### config.mk
export PLATFORM = sky130hd
export DESIGN_NAME = crc32_frame_decoder
export DESIGN_NICKNAME = d
export VERILOG_FILES = /design/src/sv/crcfd_pkg.sv /design/src/sv/crc32_frame_decoder.sv /design/src/sv/crcfd_res_fifo.sv
export SDC_FILE = /design/constraint.sdc
export NUM_CORES = 1
export LEC_CHECK = 0
export BUFFER_PORTS_ARGS = -buffer_cell sky130_fd_sc_hd__buf_2
export CORE_MARGIN = 5
export CORE_UTILIZATION = 30
export CTS_CLUSTER_DIAMETER = 30
export DETAILED_ROUTE_END_ITERATION = 6
export MAX_ROUTING_LAYER = met4
export SLEW_MARGIN = 25
export SYNTH_ARGS = -nofsm -noshare
export SYNTH_HDL_FRONTEND = slang
export SYNTH_HIERARCHICAL = 1
export SYNTH_SLANG_ARGS = --single-unit
### constraint.sdc
create_clock -name i_clk -period 8.74 [get_ports i_clk]
set_input_delay 1.748 -clock i_clk [delete_from_list [all_inputs] [get_ports i_clk]]
set_output_delay 1.748 -clock i_clk [all_outputs]
set_load 0.02 [all_outputs]
### src/sv/crcfd_pkg.sv
// Shared types, constants and the byte-wide CRC-32 step for the frame decoder.
package crcfd_pkg;

    // Frame layout
    localparam int unsigned HDR_BYTES = 10;
    localparam int unsigned CRC_BYTES = 4;
    localparam int unsigned MIN_FRAME = HDR_BYTES + CRC_BYTES;

    // Byte counter width and field widths
    localparam int unsigned CNT_W   = 34;
    localparam int unsigned END_W   = CNT_W + 1;
    localparam int unsigned CFG_W   = 16;
    localparam int unsigned CFG_IDX_W = 2;

    // CRC-32, reflected form
    localparam logic [31:0] CRC_POLY = 32'hEDB8_8320;
    localparam logic [31:0] CRC_INIT = 32'hFFFF_FFFF;

    // Register reset values
    localparam logic [15:0] MAGIC_RST   = 16'h4D43;
    localparam logic [7:0]  VERSION_RST = 8'h01;

    // Result queue depth, a power of two of at least two
    localparam int unsigned RES_DEPTH = 4;

    // Configuration register indexes
    typedef enum logic [CFG_IDX_W-1:0] {
        CFG_MAGIC   = 2'd0,
        CFG_VERSION = 2'd1
    } t_cfg_idx;

    // Frame status codes
    typedef enum logic [2:0] {
        ST_OK          = 3'd0,
        ST_TOO_SHORT   = 3'd1,
        ST_BAD_MAGIC   = 3'd2,
        ST_BAD_VERSION = 3'd3,
        ST_BAD_LENGTH  = 3'd4,
        ST_CRC_ERR     = 3'd5
    } t_status;

    // One result item
    typedef struct packed {
        logic        kind;
        logic [7:0]  payload_byte;
        logic [15:0] msg_type;
        logic [31:0] payload_length;
        t_status     status;
        logic        last;
    } t_result;

    // Fold one byte into the CRC register, one bit a step
    function automatic logic [31:0] crc_byte(input logic [31:0] c, input logic [7:0] b);
        logic [31:0] v;
        v = c ^ {24'd0, b};
        for (int k = 0; k < 8; k++) begin
            v = v[0] ? ((v >> 1) ^ CRC_POLY) : (v >> 1);
        end
        return v;
    endfunction

endpackage

### src/sv/crc32_frame_decoder.sv
// Top level: streaming decoder for length-prefixed frames closed by a CRC-32.
//
//  channel  | direction | handshake            | fields
//  ---------+-----------+----------------------+----------------------------------------
//  input    | in        | i_valid / o_stall    | i_rx_byte, i_frame_end
//  result   | out       | o_valid / i_stall    | o_kind, o_payload_byte, o_msg_type,
//           |           |                      | o_payload_length, o_status, o_last
//  config   | in        | i_cfg_we             | i_cfg_idx, i_cfg_data
//
// One byte is accepted per cycle while o_stall is low; the CRC step, field capture
// and status decision sit between the frame state registers and a small result queue.
// A frame-end byte that is also a payload byte yields two results; the queue drains
// one a cycle while i_stall is low, so the input stalls only when fewer than two entries
// are free. Results pass through the queue's registers before they can leave.
// Reset is synchronous and clears the frame state, queue and registers at once.
module crc32_frame_decoder
    import crcfd_pkg::*;
#(
    parameter int unsigned DEPTH = RES_DEPTH
) (
    input  logic                 i_clk,
    input  logic                 i_rst_n,
    // input channel
    input  logic                 i_valid,
    output logic                 o_stall,
    input  logic [7:0]           i_rx_byte,
    input  logic                 i_frame_end,
    // result channel
    output logic                 o_valid,
    input  logic                 i_stall,
    output logic                 o_kind,
    output logic [7:0]           o_payload_byte,
    output logic [15:0]          o_msg_type,
    output logic [31:0]          o_payload_length,
    output logic [2:0]           o_status,
    output logic                 o_last,
    // configuration
    input  logic                 i_cfg_we,
    input  logic [CFG_IDX_W-1:0] i_cfg_idx,
    input  logic [CFG_W-1:0]     i_cfg_data
);

    localparam int unsigned QCNT_W = $clog2(DEPTH + 1);
    localparam logic [CNT_W-1:0] CNT_MAX = '1;

    // Configuration registers
    logic [15:0] r_exp_magic;
    logic [7:0]  r_exp_version;

    // Frame state
    logic [CNT_W-1:0] r_byte_count, n_byte_count;
    logic [31:0]      r_crc,        n_crc;
    logic [15:0]      r_type,       n_type;
    logic [31:0]      r_length,     n_length;
    logic [31:0]      r_rx_crc,     n_rx_crc;
    logic             r_magic_ok,   n_magic_ok;
    logic             r_version_ok, n_version_ok;
    logic [END_W-1:0] r_body_end,   n_body_end;
    logic [END_W-1:0] r_crc_end,    n_crc_end;

    logic             accept;
    logic             is_hdr, is_pay, is_crc;
    logic [END_W-1:0] pos;
    logic [END_W-1:0] size;
    logic [31:0]      crc_upd;
    t_status          status;
    t_result          res_pay, res_st, res_d0;
    logic [1:0]       push_cnt;
    t_result          head;
    logic [QCNT_W-1:0] q_count;
    logic             pop;

    assign accept = i_valid && !o_stall;
    assign pos    = {1'b0, r_byte_count};

    // Classify the byte position
    assign is_hdr  = r_byte_count < CNT_W'(HDR_BYTES);
    assign is_pay  = !is_hdr && (pos < r_body_end);
    assign is_crc  = !is_hdr && !is_pay && (pos < r_crc_end);
    assign crc_upd = crc_byte(r_crc, i_rx_byte);

    // Next frame state for this byte
    always_comb begin
        n_magic_ok   = r_magic_ok;
        n_version_ok = r_version_ok;
        n_type       = r_type;
        n_length     = r_length;
        n_body_end   = r_body_end;
        n_crc_end    = r_crc_end;
        if (r_byte_count == CNT_W'(0)) begin
            n_magic_ok = (i_rx_byte == r_exp_magic[15:8]);
        end else if (r_byte_count == CNT_W'(1)) begin
            n_magic_ok = r_magic_ok && (i_rx_byte == r_exp_magic[7:0]);
        end else if (r_byte_count == CNT_W'(2)) begin
            n_version_ok = (i_rx_byte == r_exp_version);
        end else if (r_byte_count == CNT_W'(4) || r_byte_count == CNT_W'(5)) begin
            n_type = {r_type[7:0], i_rx_byte};
        end else if (r_byte_count >= CNT_W'(6) && is_hdr) begin
            n_length   = {r_length[23:0], i_rx_byte};
            n_body_end = {3'd0, n_length} + END_W'(HDR_BYTES);
            n_crc_end  = {3'd0, n_length} + END_W'(MIN_FRAME);
        end
        n_crc        = (is_hdr || is_pay) ? crc_upd : r_crc;
        n_rx_crc     = is_crc ? {r_rx_crc[23:0], i_rx_byte} : r_rx_crc;
        n_byte_count = (r_byte_count != CNT_MAX) ? r_byte_count + CNT_W'(1) : r_byte_count;
    end

    // Decide the frame status, first failing check wins
    assign size = {1'b0, n_byte_count};
    always_comb begin
        if (size < END_W'(MIN_FRAME)) begin
            status = ST_TOO_SHORT;
        end else if (!n_magic_ok) begin
            status = ST_BAD_MAGIC;
        end else if (!n_version_ok) begin
            status = ST_BAD_VERSION;
        end else if (size < n_crc_end) begin
            status = ST_BAD_LENGTH;
        end else if (n_rx_crc != ~n_crc) begin
            status = ST_CRC_ERR;
        end else begin
            status = ST_OK;
        end
    end

    // Build result items; a payload item goes ahead of the status item
    always_comb begin
        res_pay                = '0;
        res_pay.kind           = 1'b0;
        res_pay.payload_byte   = i_rx_byte;
        res_pay.status         = ST_OK;
        res_st                 = '0;
        res_st.kind            = 1'b1;
        res_st.msg_type        = n_type;
        res_st.payload_length  = n_length;
        res_st.status          = status;
        res_st.last            = 1'b1;
        res_d0                 = is_pay ? res_pay : res_st;
        push_cnt               = '0;
        if (accept) begin
            push_cnt = 2'(is_pay) + 2'(i_frame_end);
        end
    end

    // Hold configuration; ignore indexes beyond the list
    always_ff @(posedge i_clk) begin
        if (!i_rst_n) begin
            r_exp_magic   <= MAGIC_RST;
            r_exp_version <= VERSION_RST;
        end else if (i_cfg_we) begin
            case (i_cfg_idx)
                CFG_MAGIC:   r_exp_magic   <= i_cfg_data[15:0];
                CFG_VERSION: r_exp_version <= i_cfg_data[7:0];
                default: begin
                end
            endcase
        end
    end

    // Advance frame state; drop back to the start state after the last byte
    always_ff @(posedge i_clk) begin
        if (!i_rst_n || (accept && i_frame_end)) begin
            r_byte_count <= '0;
            r_crc        <= CRC_INIT;
            r_type       <= '0;
            r_length     <= '0;
            r_rx_crc     <= '0;
            r_magic_ok   <= 1'b1;
            r_version_ok <= 1'b1;
            r_body_end   <= END_W'(HDR_BYTES);
            r_crc_end    <= END_W'(MIN_FRAME);
        end else if (accept) begin
            r_byte_count <= n_byte_count;
            r_crc        <= n_crc;
            r_type       <= n_type;
            r_length     <= n_length;
            r_rx_crc     <= n_rx_crc;
            r_magic_ok   <= n_magic_ok;
            r_version_ok <= n_version_ok;
            r_body_end   <= n_body_end;
            r_crc_end    <= n_crc_end;
        end
    end

    // Result queue
    crcfd_res_fifo #(
        .DEPTH (DEPTH)
    ) u_res_fifo (
        .i_clk      (i_clk),
        .i_rst_n    (i_rst_n),
        .i_push_cnt (push_cnt),
        .i_data0    (res_d0),
        .i_data1    (res_st),
        .i_pop      (pop),
        .o_head     (head),
        .o_count    (q_count)
    );

    // Stall the input when two items may not fit
    assign o_stall = q_count > QCNT_W'(DEPTH - 2);
    assign o_valid = q_count != '0;
    assign pop     = o_valid && !i_stall;

    assign o_kind           = head.kind;
    assign o_payload_byte   = head.payload_byte;
    assign o_msg_type       = head.msg_type;
    assign o_payload_length = head.payload_length;
    assign o_status         = head.status;
    assign o_last           = head.last;

endmodule

### src/sv/crcfd_res_fifo.sv
// Result queue: takes up to two result items a cycle, hands out one per i_pop.
module crcfd_res_fifo
    import crcfd_pkg::*;
#(
    parameter int unsigned DEPTH = RES_DEPTH
) (
    input  logic                       i_clk,
    input  logic                       i_rst_n,
    input  logic [1:0]                 i_push_cnt,
    input  t_result                    i_data0,
    input  t_result                    i_data1,
    input  logic                       i_pop,
    output t_result                    o_head,
    output logic [$clog2(DEPTH+1)-1:0] o_count
);

    localparam int unsigned PTR_W = $clog2(DEPTH);
    localparam int unsigned CNT_W_Q = $clog2(DEPTH + 1);

    t_result             r_mem [DEPTH];
    logic [PTR_W-1:0]    r_wr_ptr;
    logic [PTR_W-1:0]    r_rd_ptr;
    logic [CNT_W_Q-1:0]  r_count;
    logic [PTR_W-1:0]    n_wr_ptr1;

    assign n_wr_ptr1 = r_wr_ptr + PTR_W'(1);
    assign o_head    = r_mem[r_rd_ptr];
    assign o_count   = r_count;

    // Store pushed items
    always_ff @(posedge i_clk) begin
        if (i_push_cnt != 2'd0) begin
            r_mem[r_wr_ptr] <= i_data0;
        end
        if (i_push_cnt == 2'd2) begin
            r_mem[n_wr_ptr1] <= i_data1;
        end
    end

    // Advance pointers and count
    always_ff @(posedge i_clk) begin
        if (!i_rst_n) begin
            r_wr_ptr <= '0;
            r_rd_ptr <= '0;
            r_count  <= '0;
        end else begin
            r_wr_ptr <= r_wr_ptr + PTR_W'(i_push_cnt);
            if (i_pop) begin
                r_rd_ptr <= r_rd_ptr + PTR_W'(1);
            end
            r_count <= r_count + CNT_W_Q'(i_push_cnt) - CNT_W_Q'(i_pop);
        end
    end

endmodule

==> results of run 1 <==
## per-layer routing
layer  GRT usage, %  vias up
li1               -    10200
met1           21.4    10400
met2           26.8      634
met3           2.27      157
met4           5.71        0
met5              -        -
## critical path: cells and delay by family
family	cells	cell delay, ps
AO/OA/AOI/OAI	3	930
XOR/XNOR	1	200
adder cells (fa/ha/maj)	2	550
buffers and inverters	2	570
multiplexers	1	370
AND/OR/NAND/NOR	8	2420
## cells by family (layout without fill, tap and decap cells)
logic type,count (synthesis),count (layout),share of synthesized area (%)
flops,493,493,42.4
mux,388,388,17.2
simple gates,841,841,13.3
other cells,2,42,0.0259
fa+ha+maj,110,110,4.77
xor+xnor,260,260,8.67
compound gates,406,406,9.12
buf+inv,311,421,4.47
## how the worst min path moves through the flow
stage / endpoint
4_1_cts: r_length[26]
2_1_floorplan: r_body_end[0]
6_report: r_length[28]
3_3_place_gp: r_length[24]
5_1_grt: r_length[28]
3_5_place_dp: r_length[28]
## flip-flops by register name, summed over array words and instances, names as in the netlist, named ones only
name                 cells
u_res_fifo/r_wr_ptr      2
u_res_fifo/r_mem       244
r_exp_version            8
r_byte_count            34
r_body_end              33
r_rx_crc                32
r_version_ok             1
r_exp_magic             16
r_crc_end               35
u_res_fifo/r_rd_ptr      2
r_magic_ok               1
u_res_fifo/o_count       3
r_length                32
r_type                  16
r_crc                   32
## per-stage QoR
stage               cells  area (um^2)  hold slack, ps
floorplan            2849        29200             432
global placement     4051        30700             439
detailed placement   4051        30700             443
CTS                  4235        34200             451
global route         4236        34200             466
finish               4237        34200             453
## layout by cell type, fill, tap and decap left out, types with 15 or more instances in the layout
cell type  instances
mux4_2            61
mux2_2           235
nor4_1            25
mux2_1            41
inv_1            110
and3_1            23
clkbuf_16        100
mux2i_1           51
buf_4             29
a21oi_1          142
buf_2             94
nand2_1          337
a21o_1            23
nand3_1           53
nor2_1           213
clkbuf_1          15
a211oi_1          73
xor2_1           103
nand4_1           35
ha_1             109
xnor2_1          139
clkinv_2          18
o211ai_1          26
o21ai_0           51
conb_1            40
edfxtp_1         244
or3_1             17
and2_1            41
dfxtp_1          247
nor3_1            36
## area by class of cell
cell class	instances	area, um^2
clock buffer	123	2670
inverter	112	420
sequential	493	12300
tap	1276	1600
antenna	2	5.00
clock inverter	61	808
timing repair buffer	125	728
fill	9520	62100
multi-input combinational	2045	15700
## power groups by stage
stage / Clock, uW / Sequential, uW / Combinational, uW
floorplan: 0 / 2800 / 2020
global placement: 0 / 2880 / 2650
detailed placement: 0 / 2890 / 2650
CTS: 3930 / 2840 / 2670
global route: 4050 / 2870 / 2880
finish: 3860 / 2840 / 2660
==> key figures, run 1 <==
Power and ir drop
  – Psw: 3060 uW
  – Gate power share: 28.4%
  – Peak VDD IR: 197 uV
  – Leakage: 0.0127 uW
  – Clock power share: 41.2%
  – Switching Share: 32.7%
  – Seq pwr share: 30.4%
  – Tot Pwr: 9360 uW
  – Cell Int Power: 6300 uW
  – P per Cell Area: 274 nW/um^2

Floorplan
  – Core area: 96300 um^2
  – Row Count: 114
  – Die area: 103000 um^2
  – Die Y: 321 um
  – IO Pins: 95
  – Initial cell density of the core: 30.1%
  – Die X-Extent: 321 um

Synth
  – Post-synth top area cell: edfxtp_1
  – Most common cell in the netlist: nand2_1
  – Post-Synthesis Cells: 2811
  – EDFF count, synth: 244
  – Ys async rst share: 0%
  – Seq/Total Area, Yosys: 42.4%
  – Avg Cell Area, Syn: 10.3 um^2
  – Top post-synthesis cells by area: edfxtp_1 (25%), dfxtp_1 (17%), mux2_2 (9.1%), mux4_2 (4.7%), ha_1 (4.7%)
  – Commonest cells post-synth: nand2_1 (340), dfxtp_1 (249), edfxtp_1 (244)
  – Seq cells post-synth: 493
  – Main flop type after synthesis: dfxtp_1
  – Synth cell types: 82
  – Synth top area share: 25.3%
  – Mapped Area: 29000 um^2
  – Yosys warns: 6

Clock network
  – TritonCTS buffer count: 99
  – CTS tree: built
  – CTS Root Cell: clkbuf_16
  – Setup bufs post-CTS: 0
  – Clock buffer depth: 3
  – PostCTS Resize Cnt: 0
  – CTS clk-pin slew, worst paths: 50 ps
  – Sink Count: 493
  – Hold buffers post-CTS: 0
  – Clk_lat worst skew: 680 ps
  – H-tree Lvls: 3

STA
  – Final setup TNS: 0 ps
  – Max-slew violation count: 0
  – Max-slew headroom: 29.6%
  – Final hold vios: 0
  – Clock skew: 54.0 ps
  – Max Freq: 155 MHz
  – Final Cycle Share: 73.7%
  – Final setup margin: 2300 ps
  – Setup violators final: 0
  – Measured slew at the worst slew-check pin: 1060 ps
  – Min Tclk post-route: 6440 ps
  – RSZ-0062 raised after global routing: no

Job
  – Total of max-cap violations: 0

Placed design
  – GPL Wtd Cong: 0.911
  – I/O Buffers: 94
  – Hpwl dp: 57400 um
  – Post-place setup slack: 1740 ps

Routing
  – Initial detailed-routing violation count: 1478
  – WL met1: 37400 um
  – Met3 wire length: 4300 um
  – Antenna viol nets, final: 0
  – First drt pass iteration count: 5
  – DRT Wirelength: 84800 um
  – Top Layer Used: met4
  – Via count: 21400
  – Vias per cell: 5.05
  – Drt wl/cell: 20.0 um
  – WL met2: 40500 um
  – DR DRC count: 0

Critical path
  – Critical path type: input pin to flip-flop
  – Critical Path End: u_res_fifo/r_mem[1][3]
  – Reg2Reg Launch Point: r_byte_count[3]
  – Crit-path max cell delay: 800 ps
  – Critical Path End Type: flip-flop
  – Critical path startpoint category: input pin
  – Critical path origin: i_rx_byte[2]
  – Critical-path maximum fanout: 12
  – R2r setup slk: 2760 ps
  – Worst reg2reg endpoint: u_res_fifo/r_mem[0][1]
  – WP data arrival: 6830 ps
  – Critical path, cell by cell: buf_2 -> inv_1 -> ha_1 -> nand2b_1 -> nand4_1 -> nor4_1 -> nand3_1 -> xor2_1 -> nor2_1 -> a21oi_1 -> ha_1 -> and4_1 -> nand4_1 -> or4_1 -> o21ai_0 -> a21oi_1 -> mux2_1
  – Slowest CP cell: nor4_1
  – FF-to-FF path depth: 19
  – CP Data Required Time: 9130 ps

Hold path
  – Hold Path Origin: r_length[28]
  – Worst Hold Depth: 2
  – Worst hold-check path type: flip-flop to flip-flop

Finish
  – Final Util: 35.5%
  – Area delta synth->final: 17.9%
  – Layout cells sized above 1: 21.7%
  – # nets final: 3018

Global route
  – GRT Util Overall: 16.5%
  – Antenna violations before repair: 2
  – Total global routing overflow: 0
  – Largest net degree at the start of global routing: 93
  – First-pass GRT wire length: 130000 um
  – Number of global-route vias before repair: 21100

Outcome
  – Status: completed
(Power assumes the default switching activity.)
==> run 2: changes to the inputs <==
==> constraint.sdc (replaced) <==
create_clock -name i_clk -period 5.3 [get_ports i_clk]
set_input_delay 1.06 -clock i_clk [delete_from_list [all_inputs] [get_ports i_clk]]
set_output_delay 1.06 -clock i_clk [all_outputs]
set_load 0.02 [all_outputs]
==> run 2 against run 1 <==
Against the previous run:
- wire length up 4.7%
- sequential power up 67%
- largest cell class unchanged
- worst setup slack got worse by 2000 ps
- global-route usage is 0.70 points higher
- clock power grew 67%
- total power increased by 68%
- via count up 2.8%
- critical endpoint is now u_res_fifo/r_mem[3][1]
- die area stayed put
- utilization up 1.6 points
- first-iteration DRC count rose by 15%
- count of clock-buffer cells in the layout up 16
==> key figures, run 2 (synthesized netlist as in run 1, its figures left out) <==
Finish
  – Max FFs per register: 244 (unchanged)
  – Regs by FF count: u_res_fifo/r_mem x244, r_crc_end x35, r_byte_count x34
  – Layout cells sized above 1: 25.5% (+3.8 points)
  – Most common cell after layout, fill and taps aside: nand2_1
  – # nets final: 3175 (+5.2%)
  – Most flops, register: u_res_fifo/r_mem
  – Final Util: 37.2% (+1.6 points)
  – Layout Cells excl Fill: 4398 (+3.8%)
  – Commonest cells after routing, fill and taps aside: nand2_1 (337), dfxtp_1 (247), edfxtp_1 (244)
  – Area delta synth->final: 23.4%

Floorplan
  – Die X-Extent: 321 um (unchanged)
  – Die area: 103000 um^2 (unchanged)
  – Core area: 96300 um^2 (unchanged)
  – Die Y: 321 um (unchanged)
  – Initial cell density of the core: 30.1% (unchanged)
  – IO Pins: 95 (unchanged)
  – Row Count: 114 (unchanged)

Routing
  – Vias per cell: 5.00 (-0.93%)
  – Via count: 22000 (+2.8%)
  – Initial detailed-routing violation count: 1698 (+15%)
  – Drt wl/cell: 20.2 um (+0.87%)
  – Antenna viol nets, final: 0 (unchanged)
  – DRT Wirelength: 88800 um (+4.7%)
  – DR DRC count: 0 (unchanged)
  – First drt pass iteration count: 5 (unchanged)

STA
  – Min Tclk post-route: 5000 ps
  – Max Freq: 200 MHz
  – Max-slew headroom: 32.5% (+2.8 points)
  – RSZ-0062 raised after global routing: no
  – Setup violators final: 0 (unchanged)
  – Max-slew violation count: 0 (unchanged)
  – Final setup TNS: 0 ps (unchanged)
  – Final hold vios: 0 (unchanged)
  – Measured slew at the worst slew-check pin: 1010 ps (-42.5 ps)
  – Clock skew: 66.7 ps (+12.8 ps)
  – Final Cycle Share: 94.4%
  – Worst hold slack: 453 ps (-0.247 ps)

Global route
  – GRT Util Overall: 17.2% (+0.70 points)
  – Antenna violations before repair: 6 (+4)
  – Total global routing overflow: 0 (unchanged)
  – Largest net degree at the start of global routing: 144 (+55%)
  – Number of global-route vias before repair: 21800 (+3.3%)
  – First-pass GRT wire length: 134000 um (+3.1%)

Power and ir drop
  – P per Cell Area: 439 nW/um^2 (+61%)
  – Leakage: 0.0137 uW (+7.2%)
  – Switching Share: 32.4% (-0.24 points)
  – Peak VDD IR: 352 uV (+79%)
  – Seq pwr share: 30.0% (-0.4 points)
  – Gate power share: 28.9% (+0.5 points)
  – Psw: 5100 uW (+67%)
  – Clock power share: 41.0% (-0.2 points)
  – Cell Int Power: 10600 uW (+69%)

Clock network
  – H-tree Lvls: 3 (unchanged)
  – PostCTS Resize Cnt: 0 (unchanged)
  – Setup bufs post-CTS: 0 (unchanged)
  – Hold buffers post-CTS: 0 (unchanged)
  – CTS tree: built
  – TritonCTS buffer count: 106 (+7.1%)
  – CTS clk-pin slew, worst paths: 40 ps (about the same)
  – Clk_lat worst skew: 680 ps (about the same)
  – Sink Count: 493 (unchanged)
  – CTS Root Cell: clkbuf_16
  – Clock buffer depth: 3 (unchanged)

Hold path
  – Hold Path Origin: r_length[25]
  – Hold Crit Endpoint: r_length[25]
  – Worst hold-check path type: flip-flop to flip-flop
  – Worst Hold Depth: 2 (unchanged)

Critical path
  – FF-to-FF path depth: 21 (+2)
  – Reg2Reg Launch Point: r_byte_count[25]
  – Critical-path maximum fanout: 28 (+16)
  – Critical path startpoint category: flip-flop
  – CP Data Required Time: 5690 ps (-3440 ps)
  – Worst reg2reg endpoint: u_res_fifo/r_mem[3][1]
  – Critical Path End Type: flip-flop
  – R2r setup slk: 300 ps (-2460 ps)
  – WP data arrival: 5390 ps (-1440 ps)
  – Critical path type: flip-flop to flip-flop

Placed design
  – Placed Instances: 4201 (+3.7%)
  – I/O Buffers: 94 (unchanged)
  – Hpwl dp: 63000 um (+9.7%)
  – GPL Wtd Cong: 0.953 (+4.7%)

Outcome
  – Status: completed

Job
  – Total of max-cap violations: 0 (unchanged)
[run 2: layout make-up]
cell class	count	area [um^2]
Antenna cell	2	5.00
Fill cell	9440	60500
Timing Repair Buffer	275	2200
Sequential cell	493	12300
Inverter	112	420
Clock buffer	139	2920
Tap cell	1276	1600
Multi-Input combinational cell	2045	15700
Clock inverter	56	651
[run 2: power groups by stage]
stage | Combinational (uW) | Clock (uW) | Sequential [uW]
detailed placement | 4560 | 0 | 4790
global placement | 4540 | 0 | 4790
floorplan | 3330 | 0 | 4610
finish | 4550 | 6450 | 4730
CTS | 4590 | 6550 | 4730
global route | 4910 | 6750 | 4770
[run 2: worst max path at each step]
| stage | from | to |
|---|---|---|
| final | r_byte_count[25] | u_res_fifo/r_mem[3][1] |
| after global routing | r_byte_count[8] | u_res_fifo/r_mem[1][1] |
| after CTS | r_byte_count[25] | u_res_fifo/r_mem[1][1] |
| after detailed placement | i_rx_byte[2] | u_res_fifo/r_mem[1][1] |
| after global placement | i_rx_byte[1] | u_res_fifo/r_mem[1][1] |
| after floorplan | i_rx_byte[1] | u_res_fifo/r_mem[1][1] |
[run 2: worst max-delay path: stages, from the launching register on]
cell and delay (ps):
dfxtp_1 390, nor4_1 560, nand4_1 230, nor2_1 380, o21a_2 300, buf_4 390
buf_4 280, nand2_1 70, o21ai_0 90, ha_1 280, a21o_1 170, a21o_1 170
a21o_1 160, a21o_1 160, a21oi_1 150, nor2_1 50, a21oi_1 100, o21ai_0 90
buf_4 160, nand2b_1 70, o221ai_1 170, mux2_2 320
[run 2: metal layers]
| metal | global-route usage [%] | up-vias | part of all wire [%] |
|---|---|---|---|
| met5 | - | - | 0 |
| met4 | 6.66 | 0 | 3.8 |
| met1 | 21.9 | 10700 | 44 |
| li1 | - | 10500 | - |
| met2 | 27.7 | 632 | 47 |
| met3 | 2.84 | 157 | 5.4 |
[run 2: through the flow]
| step | setup slack (ps) | cell area [um^2] | total power [uW] |
|---|---|---|---|
| finish | 297 | 35800 | 15700 |
| detailed placement | 160 | 32200 | 9350 |
| floorplan | 91.3 | 29200 | 7940 |
| CTS | 354 | 35800 | 15900 |
| global placement | 139 | 32200 | 9330 |
| global route | 72.7 | 35800 | 16400 |
